--- config.mk ---
export PLATFORM = sky130hd
export DESIGN_NAME = matrix_keypad_scanner
export DESIGN_NICKNAME = d
export VERILOG_FILES = /design/src/hw/rtl/mks_pkg.sv /design/src/hw/rtl/mks_step.sv /design/src/hw/rtl/matrix_keypad_scanner.sv
export SDC_FILE = /design/constraint.sdc
export NUM_CORES = 1
export LEC_CHECK = 0
export BUFFER_PORTS_ARGS = -buffer_cell sky130_fd_sc_hd__buf_2
export CORE_UTILIZATION = 46
export DETAILED_ROUTE_END_ITERATION = 6
export GPL_TIMING_DRIVEN = 1
export PLACE_DENSITY = 0.64
export SKIP_LAST_GASP = 1
export SLEW_MARGIN = 20
export SYNTH_ARGS = -nofsm -noshare
export SYNTH_HDL_FRONTEND = slang
export SYNTH_HIERARCHICAL = 1
export SYNTH_SLANG_ARGS = --single-unit
--- constraint.sdc ---
create_clock -name clk -period 6.7 [get_ports clk]
set_input_delay 0.335 -clock clk [delete_from_list [all_inputs] [get_ports clk]]
set_output_delay 0.335 -clock clk [all_outputs]
set_load 0.005 [all_outputs]
--- src/hw/rtl/mks_pkg.sv ---
// ----------------------------------------------------------------------------
// mks_pkg: shared types and constants of the matrix keypad scanner
// Field widths, register indexes, scan phases and the structs that pass
// state, configuration and results between the scanner modules.
// ----------------------------------------------------------------------------
`default_nettype none

package mks_pkg;

	// matrix size defaults
	localparam int ROW_COUNT_DEF    = 3;
	localparam int COLUMN_COUNT_DEF = 3;

	// field widths
	localparam int LEVEL_W      = 3;
	localparam int DRIVE_W      = 3;
	localparam int COL_W        = 2;
	localparam int ROW_W        = 2;
	localparam int COUNT_W      = 16;
	localparam int CODE_W       = 8;
	localparam int KEYMAP_LOW_W = 64;
	localparam int POS_W        = 4;
	localparam int CFG_INDEX_W  = 2;
	localparam int CFG_DATA_W   = 64;

	// key position held in the separate last-entry register
	localparam logic [POS_W-1:0] POS_LAST = 4'd8;

	// reset value of the debounce length
	localparam logic [COUNT_W-1:0] DEBOUNCE_TICKS_RST = 16'd20;

	typedef enum logic [1:0] {
		PH_SCAN,
		PH_DEBOUNCE,
		PH_RELEASE
	} phase_t;

	typedef enum logic [CFG_INDEX_W-1:0] {
		REG_REPORT_MODE,
		REG_DEBOUNCE_TICKS,
		REG_KEYMAP_LOW,
		REG_KEYMAP_LAST
	} cfg_reg_t;

	typedef struct packed {
		logic                    report_mode;
		logic [COUNT_W-1:0]      debounce_ticks;
		logic [KEYMAP_LOW_W-1:0] keymap_low;
		logic [CODE_W-1:0]       keymap_last;
	} mks_cfg_t;

	typedef struct packed {
		logic [COL_W-1:0]   column;
		phase_t             phase;
		logic [ROW_W-1:0]   row;
		logic [COUNT_W-1:0] count;
	} mks_state_t;

	typedef struct packed {
		logic [DRIVE_W-1:0] column_drive;
		logic               key_valid;
		logic [CODE_W-1:0]  key_code;
		logic               scan_empty;
	} mks_result_t;

endpackage

`default_nettype wire

--- src/hw/rtl/mks_step.sv ---
// ----------------------------------------------------------------------------
// mks_step: one scan tick of the keypad scanner
// Takes the current scan state and one sample of the row pins, and gives the
// next scan state and the result of the tick.
// ----------------------------------------------------------------------------
`default_nettype none

module mks_step
	import mks_pkg::*;
#(
	parameter int ROW_COUNT    = ROW_COUNT_DEF,
	parameter int COLUMN_COUNT = COLUMN_COUNT_DEF
) (
	input  wire mks_state_t         cur,
	input  wire logic [LEVEL_W-1:0] levels,
	input  wire mks_cfg_t           cfg,
	output mks_state_t              nxt,
	output mks_result_t             res
);

	localparam logic [COL_W-1:0] LAST_COL = COL_W'(COLUMN_COUNT - 1);
	localparam logic [ROW_W-1:0] LAST_ROW = ROW_W'(ROW_COUNT - 1);

	logic [COL_W-1:0]   col;
	logic [ROW_W-1:0]   row;
	logic [LEVEL_W-1:0] row_low;
	logic               held_hit;
	logic [ROW_W-1:0]   held_row;
	logic               scan_hit;
	logic [ROW_W-1:0]   scan_row;
	logic               wrap;
	logic [COL_W-1:0]   next_col;
	logic [COUNT_W-1:0] cnt_dec;

	// look up the code of the key at row r, column c
	function automatic logic [CODE_W-1:0] key_code_of(
		input mks_cfg_t         map,
		input logic [ROW_W-1:0] r,
		input logic [COL_W-1:0] c
	);
		logic [POS_W-1:0]  pos;
		logic [CODE_W-1:0] code;
		pos = POS_W'(POS_W'(r) * POS_W'(COLUMN_COUNT)) + POS_W'(c);
		if (pos == POS_LAST) begin
			code = map.keymap_last;
		end else if (pos < POS_LAST) begin
			code = map.keymap_low[pos[2:0]*CODE_W +: CODE_W];
		end else begin
			code = '0;
		end
		return code;
	endfunction

	// clamp stray column and row values, mark pressed rows
	always_comb begin
		col = (cur.column > LAST_COL) ? '0 : cur.column;
		row = (cur.row > LAST_ROW) ? '0 : cur.row;
		for (int r = 0; r < LEVEL_W; r++) begin
			row_low[r] = (r < ROW_COUNT) && !levels[r];
		end
		wrap     = (col == LAST_COL);
		next_col = wrap ? '0 : COL_W'(col + 1'b1);
		cnt_dec  = (cur.count != '0) ? COUNT_W'(cur.count - 1'b1) : '0;
	end

	// find the first pressed row from row 0 and from the pending row
	always_comb begin
		held_hit = 1'b0;
		held_row = '0;
		scan_hit = 1'b0;
		scan_row = '0;
		for (int r = ROW_COUNT - 1; r >= 0; r--) begin
			if (row_low[r]) begin
				held_hit = 1'b1;
				held_row = ROW_W'(r);
				if (ROW_W'(r) >= row) begin
					scan_hit = 1'b1;
					scan_row = ROW_W'(r);
				end
			end
		end
	end

	// advance the scan
	always_comb begin
		nxt            = cur;
		nxt.column     = col;
		nxt.row        = row;
		res.key_valid  = 1'b0;
		res.key_code   = '0;
		res.scan_empty = 1'b0;

		if (cfg.report_mode) begin
			nxt.phase = PH_SCAN;
			if (held_hit) begin
				res.key_valid = 1'b1;
				res.key_code  = key_code_of(cfg, held_row, col);
				nxt.column    = '0;
				nxt.row       = '0;
			end else begin
				nxt.column     = next_col;
				nxt.row        = '0;
				res.scan_empty = wrap;
			end
		end else begin
			case (cur.phase)
				PH_DEBOUNCE: begin
					nxt.count = cnt_dec;
					if (cnt_dec == '0) begin
						if (row_low[row]) begin
							nxt.phase = PH_RELEASE;
						end else if (row != LAST_ROW) begin
							nxt.row   = ROW_W'(row + 1'b1);
							nxt.phase = PH_SCAN;
						end else begin
							nxt.column     = next_col;
							nxt.row        = '0;
							nxt.phase      = PH_SCAN;
							res.scan_empty = wrap;
						end
					end
				end
				PH_RELEASE: begin
					if (!row_low[row]) begin
						res.key_valid = 1'b1;
						res.key_code  = key_code_of(cfg, row, col);
						nxt.column    = '0;
						nxt.row       = '0;
						nxt.phase     = PH_SCAN;
					end
				end
				default: begin
					nxt.phase = PH_SCAN;
					if (scan_hit) begin
						nxt.row   = scan_row;
						nxt.count = cfg.debounce_ticks;
						nxt.phase = PH_DEBOUNCE;
					end else begin
						nxt.column     = next_col;
						nxt.row        = '0;
						res.scan_empty = wrap;
					end
				end
			endcase
		end

		res.column_drive = ~(DRIVE_W'(1) << nxt.column);
	end

endmodule

`default_nettype wire

--- src/hw/rtl/matrix_keypad_scanner.sv ---
// A request is held in the input register, stepped, and its result held in the result register.
// Throughput: one request per cycle while the result channel does not stall.
// A request is held back only while the result register is full and stalled.
// Reset: scan restarts at column 0, row 0; debounce length returns to 20
// ticks, held mode off, key map cleared. No clearing pass.
// ----------------------------------------------------------------------------
// matrix_keypad_scanner: 3x3 key matrix scanner with debounce
// Registers the row sample, steps the scan state once per request and
// registers the column drive, key report and empty-scan flag.
// ----------------------------------------------------------------------------
`default_nettype none

module matrix_keypad_scanner
	import mks_pkg::*;
#(
	parameter int ROW_COUNT    = ROW_COUNT_DEF,
	parameter int COLUMN_COUNT = COLUMN_COUNT_DEF
) (
	input  wire logic                   clk,
	input  wire logic                   arst_n,

	input  wire logic                   in_valid,
	output logic                        in_stall,
	input  wire logic [LEVEL_W-1:0]     row_levels,

	output logic                        out_valid,
	input  wire logic                   out_stall,
	output logic [DRIVE_W-1:0]          column_drive,
	output logic                        key_valid,
	output logic [CODE_W-1:0]           key_code,
	output logic                        scan_empty,

	input  wire logic                   cfg_valid,
	output logic                        cfg_ready,
	input  wire logic [CFG_INDEX_W-1:0] cfg_index,
	input  wire logic [CFG_DATA_W-1:0]  cfg_data
);

	mks_cfg_t           cfg_q;
	mks_state_t         state_q;
	mks_state_t         state_nxt;
	mks_result_t        res;
	mks_result_t        res_s2;
	logic               valid_s1;
	logic [LEVEL_W-1:0] levels_s1;
	logic               valid_s2;
	logic               adv2;
	logic               adv1;

	// flow control: the result register loads when empty or drained
	assign adv2      = !valid_s2 || !out_stall;
	assign adv1      = valid_s1 && adv2;
	assign in_stall  = valid_s1 && !adv2;
	assign cfg_ready = 1'b1;

	// configuration registers
	always_ff @(posedge clk or negedge arst_n) begin
		if (!arst_n) begin
			cfg_q.report_mode    <= 1'b0;
			cfg_q.debounce_ticks <= DEBOUNCE_TICKS_RST;
			cfg_q.keymap_low     <= '0;
			cfg_q.keymap_last    <= '0;
		end else if (cfg_valid && cfg_ready) begin
			case (cfg_reg_t'(cfg_index))
				REG_REPORT_MODE:    cfg_q.report_mode    <= cfg_data[0];
				REG_DEBOUNCE_TICKS: cfg_q.debounce_ticks <= cfg_data[COUNT_W-1:0];
				REG_KEYMAP_LOW:     cfg_q.keymap_low     <= cfg_data[KEYMAP_LOW_W-1:0];
				REG_KEYMAP_LAST:    cfg_q.keymap_last    <= cfg_data[CODE_W-1:0];
				default: begin
				end
			endcase
		end
	end

	// input register: hold the row sample
	always_ff @(posedge clk or negedge arst_n) begin
		if (!arst_n) begin
			valid_s1 <= 1'b0;
		end else if (!in_stall) begin
			valid_s1 <= in_valid;
		end
	end

	always_ff @(posedge clk) begin
		if (!in_stall && in_valid) begin
			levels_s1 <= row_levels;
		end
	end

	// scan step
	mks_step #(
		.ROW_COUNT    (ROW_COUNT),
		.COLUMN_COUNT (COLUMN_COUNT)
	) u_step (
		.cur    (state_q),
		.levels (levels_s1),
		.cfg    (cfg_q),
		.nxt    (state_nxt),
		.res    (res)
	);

	// scan state: advance once per processed request
	always_ff @(posedge clk or negedge arst_n) begin
		if (!arst_n) begin
			state_q.column <= '0;
			state_q.phase  <= PH_SCAN;
			state_q.row    <= '0;
			state_q.count  <= '0;
		end else if (adv1) begin
			state_q <= state_nxt;
		end
	end

	// result register
	always_ff @(posedge clk or negedge arst_n) begin
		if (!arst_n) begin
			valid_s2 <= 1'b0;
		end else if (adv2) begin
			valid_s2 <= valid_s1;
		end
	end

	always_ff @(posedge clk) begin
		if (adv1) begin
			res_s2 <= res;
		end
	end

	assign out_valid    = valid_s2;
	assign column_drive = res_s2.column_drive;
	assign key_valid    = res_s2.key_valid;
	assign key_code     = res_s2.key_code;
	assign scan_empty   = res_s2.scan_empty;

	// a report is never also an empty scan
	assert property (@(posedge clk) disable iff (!arst_n)
		out_valid |-> !(key_valid && scan_empty))
		else $error("key report and empty scan in one result");

	// no code without a report
	assert property (@(posedge clk) disable iff (!arst_n)
		(out_valid && !key_valid) |-> (key_code == '0))
		else $error("key code set without a report");

	// exactly one column driven low
	assert property (@(posedge clk) disable iff (!arst_n)
		out_valid |-> ($countones(~column_drive) == 1))
		else $error("column drive not one-cold");

	// a report restarts the scan at the first column and row
	assert property (@(posedge clk) disable iff (!arst_n)
		(adv1 && res.key_valid) |=> (state_q.column == '0 && state_q.row == '0))
		else $error("scan not restarted after a report");

	// stall only while the input register holds a waiting request
	assert property (@(posedge clk) disable iff (!arst_n)
		in_stall |-> (valid_s1 && valid_s2))
		else $error("input stalled with room in the pipeline");

endmodule

`default_nettype wire

==> out/qor.yml, run 1 <==
ys_types: 74
grt_pass1_wl_um: 29800
cts_tree: "yes"
clock_sinks: 129
worstPathMaxFanout: 7
cts_buffers: 17
grt_max_degree: 65
wirelength_um: 18200
cp.required_ns: 7.05
portBuffers: 88
max_stage_delay_ns: 0.94
grt_pass1_vias: 5454
cts_max_level: 4
vdd_drop_max_mv: 0.204
critPathCaptureType: "flip-flop"
path_class: "reg2reg"
worstMarginPinSlew_ns: 1.09
ant_nets: 0
core_um2: 15900
die_y_um: 130
hp-class: "in2reg"
gr-total-overflow: 0
synth_warnings: 6
post-route-min-period_ns: 3.62
fin_area_um2: 8680
avgSynthCellArea_um2: 12.3
holdBufCountCts: 1
post-route-period-util_pct: 54.1
post-cts-setup-buffers: 0
drc_errors: 0
ys.flop_type: "dfrtp_1"
die_area_um2: 16800
start_util_pct: 47.2
outcome: "finished, final reports clean"
wire_per_inst_um: 20.1
clockBufferDepth: 2
area_growth_pct: 15.7
antenna_found_initial: 0
clock-skew-final_ns: 0.0136
syn_area_um2: 7500
leakagePower_nw: 3.65
cap_violations: 0
crit_chain: "nor4_1, nand4_1, xnor2_1, o41a_1, or3_1, mux2i_1, a2111oi_0, mux2_2"
slowest_stage: "nor4_1"
syn_nets: 700
track_usage_pct: 23.7
clk_root_buffer_cell: "clkbuf_16"
via_per_inst: 5.90
clkLatencyLatePin_ns: 0.42
arrival_ns: 3.98
synthArstFlopShare_pct: 87.6
max_freq_mhz: 276
dp_hpwl_um: 13000
slew_viol_final: 0
netlist_instances: 608
layout.nets: 772
drive_above_1_share_pct: 41.1
slew_headroom_pct: 26.7
placed_area_um2: 8020
vias: 5362
cts_resized: 0
synth_edf_count: 16
synth-seq-cells: 129
final-hold-violation-count: 0
ios: 90
antennaDiodeCount: 0
rows: 46
startpoint_type: "flip-flop"
firstDrtPassIters: 5
drt_iter0_drc: 380
ys_seq_area_share_pct: 44.1
p_per_area_nw_per_um2: 447
finalSetupViolations: 0
cts.reportedPaths.clkPinSlew_ns: 0.06
dieWidth_um: 130
gp_congestion: 0.897
rsz0062_at_grt: "false"
timing.setup.tns_ns: 0
## power breakdown
group | leakage [nW] | switching [mW] | internal (mW) | total [mW]
clock | 0.304 | 0.365 | 0.632 | 0.997
combinational | 1.84 | 0.878 | 0.808 | 1.69
sequential | 1.51 | 0.210 | 0.986 | 1.20
## critical path: cells and delay by family (launching register included)
family / cells / cell delay, ns
AO/OA/AOI/OAI: 2 / 0.86
XOR/XNOR: 1 / 0.25
flip-flops: 1 / 0.43
multiplexers: 2 / 0.37
AND/OR/NAND/NOR: 3 / 1.63
## Yosys cell counts (all sizes together), types with 4 or more instances
cell      n  area [um^2]
o21ai    28          140
nor4      4         31.3
clkbuf   18         67.6
a32oi     4         35.0
ha       15          188
a21oi    28          140
nor2     35          131
a22oi     9         67.6
nor2b     5         31.3
nor3      8         51.3
nand3    10         50.1
buf      22          170
nand2    22         82.6
mux2i    24          240
nand4     4         25.0
mux4     32          721
dfrtp   111         2780
nor4b     4         35.0
a21boi    4         33.8
inv      19         71.3
mux2    111         1250
o22ai     8         50.1
or4       6         52.6
edfxtp   16          480
## layout make-up
type | instances | area (um^2)
Clock buffer | 19 | 433
Sequential cell | 129 | 3310
Clock inverter | 13 | 198
Tap cell | 216 | 270
Fill cell | 1394 | 7200
Timing Repair Buffer | 93 | 483
Multi-Input combinational cell | 420 | 3920
Inverter | 19 | 71.3
## state kept, by name (all words and copies together) (netlist names)
signal and cells:
cfg_q 89, key_code 8, levels_s1 3, valid_s1 1
out_valid 1, state_q 22, column_drive 3, key_valid 1
scan_empty 1
## final timing paths
path	from	to	slack, ns	depth (start not counted)
max	state_q[11]	state_q[17]	3.08	8
min	row_levels[2]	levels_s1[2]	0.11	1
max reg2reg	state_q[11]	state_q[17]	3.08	8
min reg2reg	valid_s1	out_valid	0.49	1
max in group asynchronous	arst_n	cfg_q[20]	4.91	3
min in group asynchronous	arst_n	valid_s1	0.50	2
## cell usage in the layout (no fill, tap or decap), types with 19 or more instances in the layout
cell       n
a21oi_1   28
buf_2     87
mux2i_1   24
mux2_2   111
nor2_1    35
o21ai_0   26
inv_1     19
mux4_2    32
nand2_1   22
dfrtp_1  111
## layer usage
| metal | vias up | track usage [%] | routed length (um) |
|---|---|---|---|
| met4 | 0 | 8.96 | 416 |
| met1 | 2713 | 30.6 | 7840 |
| li1 | 2443 | - | - |
| met3 | 27 | 3.28 | 692 |
| met2 | 179 | 40.7 | 9280 |
| met5 | - | 0 | 0 |
## stage by stage
step / instances / total power [mW] / util [%] / setup slack (ns) / hold slack, ns
final: 909 / 3.88 / 54.6 / 3.08 / 0.107
after global routing: 909 / 4.11 / 54.6 / 2.85 / 0.0912
after CTS: 909 / 3.87 / 54.5 / 2.95 / 0.0894
after detailed placement: 876 / 2.85 / 50.5 / 2.98 / 0.407
after global placement: 876 / 2.81 / 50.4 / 3.06 / 0.398
after floorplan: 608 / 2.43 / - / 3.43 / 0.0394
## cells by family (layout without fill, tap and decap cells)
family | after synthesis | count (layout) | share of synthesized area (%)
AOI/OAI and AO/OA | 113 | 113 | 9.96
xor gates and xnor gates | 4 | 4 | 0.467
adders and majority gates | 18 | 18 | 3.30
buffers and inverters | 59 | 144 | 4.12
DFF | 129 | 129 | 44.1
muxes | 167 | 167 | 29.5
other | 1 | 1 | 0.0500
and+or+nand+nor | 117 | 117 | 8.49
Power figures use the tool's default switching activity.
==> run 2: changes to the inputs <==
--- a/config.mk
+++ b/config.mk
@@ -5,11 +5,12 @@
 export SDC_FILE = /design/constraint.sdc
 export NUM_CORES = 1
 export LEC_CHECK = 0
+export ABC_AREA = 1
 export BUFFER_PORTS_ARGS = -buffer_cell sky130_fd_sc_hd__buf_2
 export CORE_UTILIZATION = 46
 export DETAILED_ROUTE_END_ITERATION = 6
 export GPL_TIMING_DRIVEN = 1
-export PLACE_DENSITY = 0.64
+export PLACE_DENSITY = 0.66
 export SKIP_LAST_GASP = 1
 export SLEW_MARGIN = 20
 export SYNTH_ARGS = -nofsm -noshare
==> constraint.sdc (replaced) <==
create_clock -name clk -period 3.3 [get_ports clk]
set_input_delay 0.165 -clock clk [delete_from_list [all_inputs] [get_ports clk]]
set_output_delay 0.165 -clock clk [all_outputs]
set_load 0.005 [all_outputs]
==> run 2 against run 1 <==
The flow now finishes with violations (negative hold slack). Count of clock-buffer cells in the layout unchanged. Wire length increased by 35%. Sequential cell count unchanged. Area after synthesis up 12%. Cell count is 60% higher. Sequential share of layout area decreased by 4.2 points. Worst hold slack worse by 0.11 ns. Via count up 51%. Core utilization fell by 0.40 points. Total power rose by 120%. First-iteration DRC count increased by 110%. Combinational power rose to 2.6 times the previous value.
==> out/qor.yml, run 2 <==
worstPathMaxFanout: 13
cts_tree: "yes"
drive_above_1_share_pct: 14.2
post-route-period-util_pct: 92.8
p_per_area_nw_per_um2: 891
pre_cts_ws_ns: 0.0892
clk_root_buffer_cell: "clkbuf_16"
grt_pass1_vias: 7436
max_stage_delay_ns: 0.39
final_util_pct: 54.2
hold-worst-slack_ns: -0.000493
syn_nets: 1208
clock_sinks: 129
start_util_pct: 46.8
power.total_mw: 8.68
place_inst: 1382
worstMarginPinSlew_ns: 0.712
sequentialPowerShare_pct: 26.6
synthArstFlopShare_pct: 87.6
arrival_ns: 3.29
rows: 49
portBuffers: 88
cp.required_ns: 3.53
drc_errors: 0
clock-skew-final_ns: 0.0130
cap_violations: 0
cts.reportedPaths.clkPinSlew_ns: 0.06
ys_types: 48
p_clk_share_pct: 21.9
ant_nets: 0
critPathCaptureType: "flip-flop"
clkLatencyLatePin_ns: 0.43
final_cell_mix: "nand2_1 (351), dfrtp_1 (111), o21ai_0 (100)"
placed_area_um2: 8760
post-route-min-period_ns: 3.06
antennaDiodeCount: 0
largest_reg_flops: 89
cts_buffers: 17
swShare_pct: 46.7
hp-class: "in2reg"
startpoint_type: "flip-flop"
crit_family: "compound AO/OA/AOI/OAI gates"
slew_headroom_pct: 52.5
crit_chain: "inv_1, ha_1, inv_1, ha_1, ha_1, inv_1, o21ai_0, a21oi_1, o221ai_1, nand2_1, o21ai_1, o41ai_1"
gp_congestion: 0.964
core_um2: 18000
firstDrtPassIters: 7
ios: 90
violations: "negative hold slack"
finalSetupViolations: 0
synth_top_area_share_pct: 33.0
die_y_um: 137
finalWorstSetupSlack_ns: 0.239
synth-seq-cells: 129
clockBufferDepth: 2
netlist_instances: 1116
via_per_inst: 5.58
synth_warnings: 6
final-hold-violation-count: 2
drt_iter0_drc: 782
post-cts-setup-buffers: 0
wirelength_um: 24600
grt_pass1_wl_um: 39600
timing.setup.tns_ns: 0
leakagePower_nw: 4.83
path_buf_inv: 3
outcome: "finished, violations left"
synth_top_cell_by_area: "dfrtp_1"
finalNonFillerCells: 1451
rsz0062_at_grt: "false"
antenna_found_initial: 0
ys.flop_type: "dfrtp_1"
synthTopCellsByArea: "dfrtp_1 (33%), nand2_1 (16%), nand4_1 (7.0%)"
ys_seq_area_share_pct: 39.4
p_int_mw: 4.63
vias: 8102
wire_per_inst_um: 17.0
synth_top_cells_by_count: "nand2_1 (351), dfrtp_1 (111), o21ai_0 (100)"
synth_edf_count: 16
track_usage_pct: 27.4
vdd_drop_max_mv: 0.825
slew_viol_final: 0
cts_max_level: 4
fin_area_um2: 9740
final_common_cell: "nand2_1"
slowest_stage: "dfrtp_1"
max_freq_mhz: 327
dieWidth_um: 137
avgSynthCellArea_um2: 7.53
p_sw_mw: 4.05
fillCellCount: 1742
top_register: "cfg_q"
yosysMostFrequentCell: "nand2_1"
die_area_um2: 18800
syn_area_um2: 8410
path_class: "reg2reg"
pwr-share-comb_pct: 51.5
grt_max_degree: 69
gr-total-overflow: 0
area_growth_pct: 15.9
layout.nets: 1302
dp_hpwl_um: 17300
[run 2: changes by cell type in the layout (fill, tap and decap cells not counted), moves of 15 or more]
cell | previous run | this run
dlygate4sd3_1 | 1 | 38
o211ai_1 | 1 | 17
a21oi_1 | 28 | 43
nor2_1 | 35 | 67
nand3_1 | 10 | 64
nand4_1 | 4 | 94
mux4_2 | 32 | 0
nand2_1 | 22 | 351
mux2_2 | 111 | 0
o21ai_0 | 26 | 100
mux2i_1 | 24 | 0
inv_1 | 19 | 74
buf_4 | 5 | 23
[run 2: worst paths after layout]
| path | startpoint | endpoint | slack, ns | depth (start not counted) |
|---|---|---|---|---|
| worst max-delay path | state_q[16] | key_code[4] | 0.24 | 12 |
| worst min-delay path | cfg_data[55] | cfg_q[63] | -0.0005 | 3 |
| worst max register to register | state_q[16] | key_code[4] | 0.24 | 12 |
| worst min register to register | cfg_q[14] | cfg_q[14] | 0.47 | 2 |
| max in group asynchronous | arst_n | cfg_q[74] | 2.18 | 3 |
| min in group asynchronous | arst_n | valid_s1 | 0.30 | 2 |
[run 2: final cells by class]
class | instances | area [um^2] | share of cell area [%]
clock buffer | 19 | 454 | 4.66
multi-input combinational | 831 | 4240 | 43.5
timing repair buffer | 149 | 1010 | 10.3
sequential | 129 | 3310 | 34.0
inverter | 82 | 312 | 3.20
clock inverter | 12 | 130 | 1.34
tap | 229 | 287 | 2.94
[run 2: what timing repair did]
item,in CTS,in global routing
hold buffers,37,1
resized for setup,0,5
hold endpoints to repair,84,1
endpoints found under the setup margin,0,8
[run 2: power by group through the flow]
| stage | clock (mW) | combinational, mW | sequential [mW] |
|---|---|---|---|
| after floorplan | 0 | 3.23 | 2.20 |
| after detailed placement | 0 | 4.32 | 2.32 |
| final | 1.90 | 4.47 | 2.30 |
| after global placement | 0 | 4.32 | 2.32 |
| after global routing | 1.99 | 5.02 | 2.35 |
| after CTS | 1.93 | 4.39 | 2.30 |
[run 2: worst min-delay path, cell delays in order]
cell,delay [ns]
buf_2,0.09
nand4_1,0.08
nand2_1,0.05
[run 2: kinds of logic (layout without fill, tap and decap cells)]
family / Yosys count / after routing / share of synthesized area [%]
adder cells (fa/ha/maj): 18 / 18 / 2.95
flip-flops: 129 / 129 / 39.4
other: 1 / 1 / 0.0446
AO/OA/AOI/OAI: 206 / 206 / 14.4
AND/OR/NAND/NOR: 605 / 605 / 32.8
XOR/XNOR: 1 / 1 / 0.104
buffers and inverters: 156 / 262 / 10.3
[run 2: layer usage]
metal	track usage (%)	vias to the layer above	wire, um
met5	0	-	0
met4	7.14	0	357
met3	4.64	27	1380
met2	44.2	304	11700
met1	38.0	3774	11200
li1	-	3997	-
==> run 3: changes to the inputs <==
--- a/config.mk
+++ b/config.mk
@@ -11,6 +11,7 @@
 export DETAILED_ROUTE_END_ITERATION = 6
 export GPL_TIMING_DRIVEN = 1
 export PLACE_DENSITY = 0.66
+export RECOVER_POWER = 100
 export SKIP_LAST_GASP = 1
 export SLEW_MARGIN = 20
 export SYNTH_ARGS = -nofsm -noshare
==> run 3 against run 2 <==
Critical endpoint is now key_code[2]. Critical path depth did not move. Worst hold slack improved by 0.0036 ns. Highest routed layer unchanged. The run ends with max-capacitance violations, max-slew violations left. Core utilization shrank 0.59 points. Fmax shrank 1.2%. Setup slack got worse by 0.038 ns.
==> out/qor.yml, run 3 (synthesis results as in run 2) <==
antennaDiodeCount: 0
arrival_ns: 3.33
p_int_mw: 4.59
post-cts-setup-buffers: 0
drc_errors: 0
core_um2: 18000
ios: 90
critPathCaptureType: "flip-flop"
rsz0062_at_grt: "false"
placed_area_um2: 8760
die_area_um2: 18800
hold-worst-slack_ns: 0.00309
area_growth_pct: 14.7
start_util_pct: 46.8
layout.nets: 1302
cts.reportedPaths.clkPinSlew_ns: 0.06
clock-skew-final_ns: 0.0106
clkLatencyLatePin_ns: 0.42
antenna_found_initial: 0
grt_pass1_wl_um: 39600
timing.setup.tns_ns: 0
cts_max_level: 4
drt_iter0_drc: 830
ant_nets: 0
clock_sinks: 129
gp_congestion: 0.964
post-route-period-util_pct: 93.9
pwr-share-comb_pct: 51.3
violations: "max-capacitance violations, max-slew violations"
hp-class: "in2reg"
worstMarginPinSlew_ns: 2.30
vias: 8155
p_sw_mw: 4.06
drive_above_1_share_pct: 11.9
outcome: "finished, violations left"
dp_hpwl_um: 17300
p_clk_share_pct: 22.0
post-route-min-period_ns: 3.10
worstPathMaxFanout: 13
cts_buffers: 17
grt_max_degree: 69
cp.required_ns: 3.53
p_per_area_nw_per_um2: 897
max_freq_mhz: 323
gr-total-overflow: 0
final-hold-violation-count: 0
slew_viol_final: 107
via_per_inst: 5.62
pre_cts_ws_ns: 0.0892
final_common_cell: "nand2_1"
finalNonFillerCells: 1451
finalWorstSetupSlack_ns: 0.200
firstDrtPassIters: 6
swShare_pct: 46.9
portBuffers: 88
wirelength_um: 24700
grt_pass1_vias: 7436
place_inst: 1382
wire_per_inst_um: 17.0
cap_violations: 1
path_class: "reg2reg"
vdd_drop_max_mv: 0.837
cts_tree: "yes"
final_cell_mix: "nand2_1 (354), dfrtp_1 (111), o21ai_0 (102)"
die_y_um: 137
slew_headroom_pct: -53.8
leakagePower_nw: 4.75
top_register: "cfg_q"
sequentialPowerShare_pct: 26.7
clk_root_buffer_cell: "clkbuf_16"
clockBufferDepth: 2
fin_area_um2: 9640
largest_reg_flops: 89
finalSetupViolations: 0
track_usage_pct: 27.4
startpoint_type: "flip-flop"
dieWidth_um: 137
rows: 49
run 3: worst paths after layout:
check	start	endpoint	slack, ns	depth (start not counted)
max in group asynchronous	arst_n	cfg_q[23]	0.65	3
worst max-delay path	state_q[16]	key_code[2]	0.20	12
min in group asynchronous	arst_n	out_valid	0.53	2
worst max register to register	state_q[16]	key_code[2]	0.20	12
worst min register to register	cfg_q[14]	cfg_q[14]	0.47	2
worst min-delay path	cfg_data[50]	cfg_q[58]	0.003	3
run 3: layer usage:
metal | track usage (%) | share of wire [%]
met2 | 44.2 | 47
met5 | 0 | 0
met3 | 4.64 | 5.3
met4 | 7.14 | 1.7
met1 | 38.0 | 46
run 3: cell type report:
type | count | area [um^2]
Clock buffer | 19 | 454
Clock inverter | 12 | 130
Fill cell | 1766 | 8320
Inverter | 82 | 312
Multi-Input combinational cell | 831 | 4190
Sequential cell | 129 | 3310
Tap cell | 229 | 287
Timing Repair Buffer | 149 | 956
run 3: stage by stage:
| stage | utilization (%) | total power [mW] |
|---|---|---|
| floorplan | - | 5.43 |
| global placement | 48.8 | 6.64 |
| detailed placement | 48.8 | 6.64 |
| CTS | 54.1 | 8.61 |
| global route | 53.7 | 9.31 |
| finish | 53.7 | 8.65 |
run 3: worst max-delay path: stages, from the launching register on:
cell and delay, ns:
dfrtp_1 0.39, inv_1 0.08, ha_1 0.29, inv_1 0.06, ha_1 0.29, ha_1 0.33
inv_1 0.36, o21ai_0 0.16, a21oi_1 0.28, o221ai_1 0.22, nand2_1 0.10, o21ai_0 0.10
o41ai_1 0.24
run 3: power by group through the flow:
stage	combinational (mW)	sequential (mW)	clock, mW
after floorplan	3.23	2.20	0
after global placement	4.32	2.32	0
after detailed placement	4.32	2.32	0
after CTS	4.39	2.30	1.93
after global routing	4.97	2.35	1.99
final	4.44	2.31	1.90
run 3: what timing repair did:
| action | 4_1_cts | 5_1_grt |
|---|---|---|
| endpoints found under the setup margin | 0 | 8 |
| hold buffers | 37 | 1 |
| gates resized for setup | 0 | 5 |
| endpoints found under the hold margin | 84 | 1 |
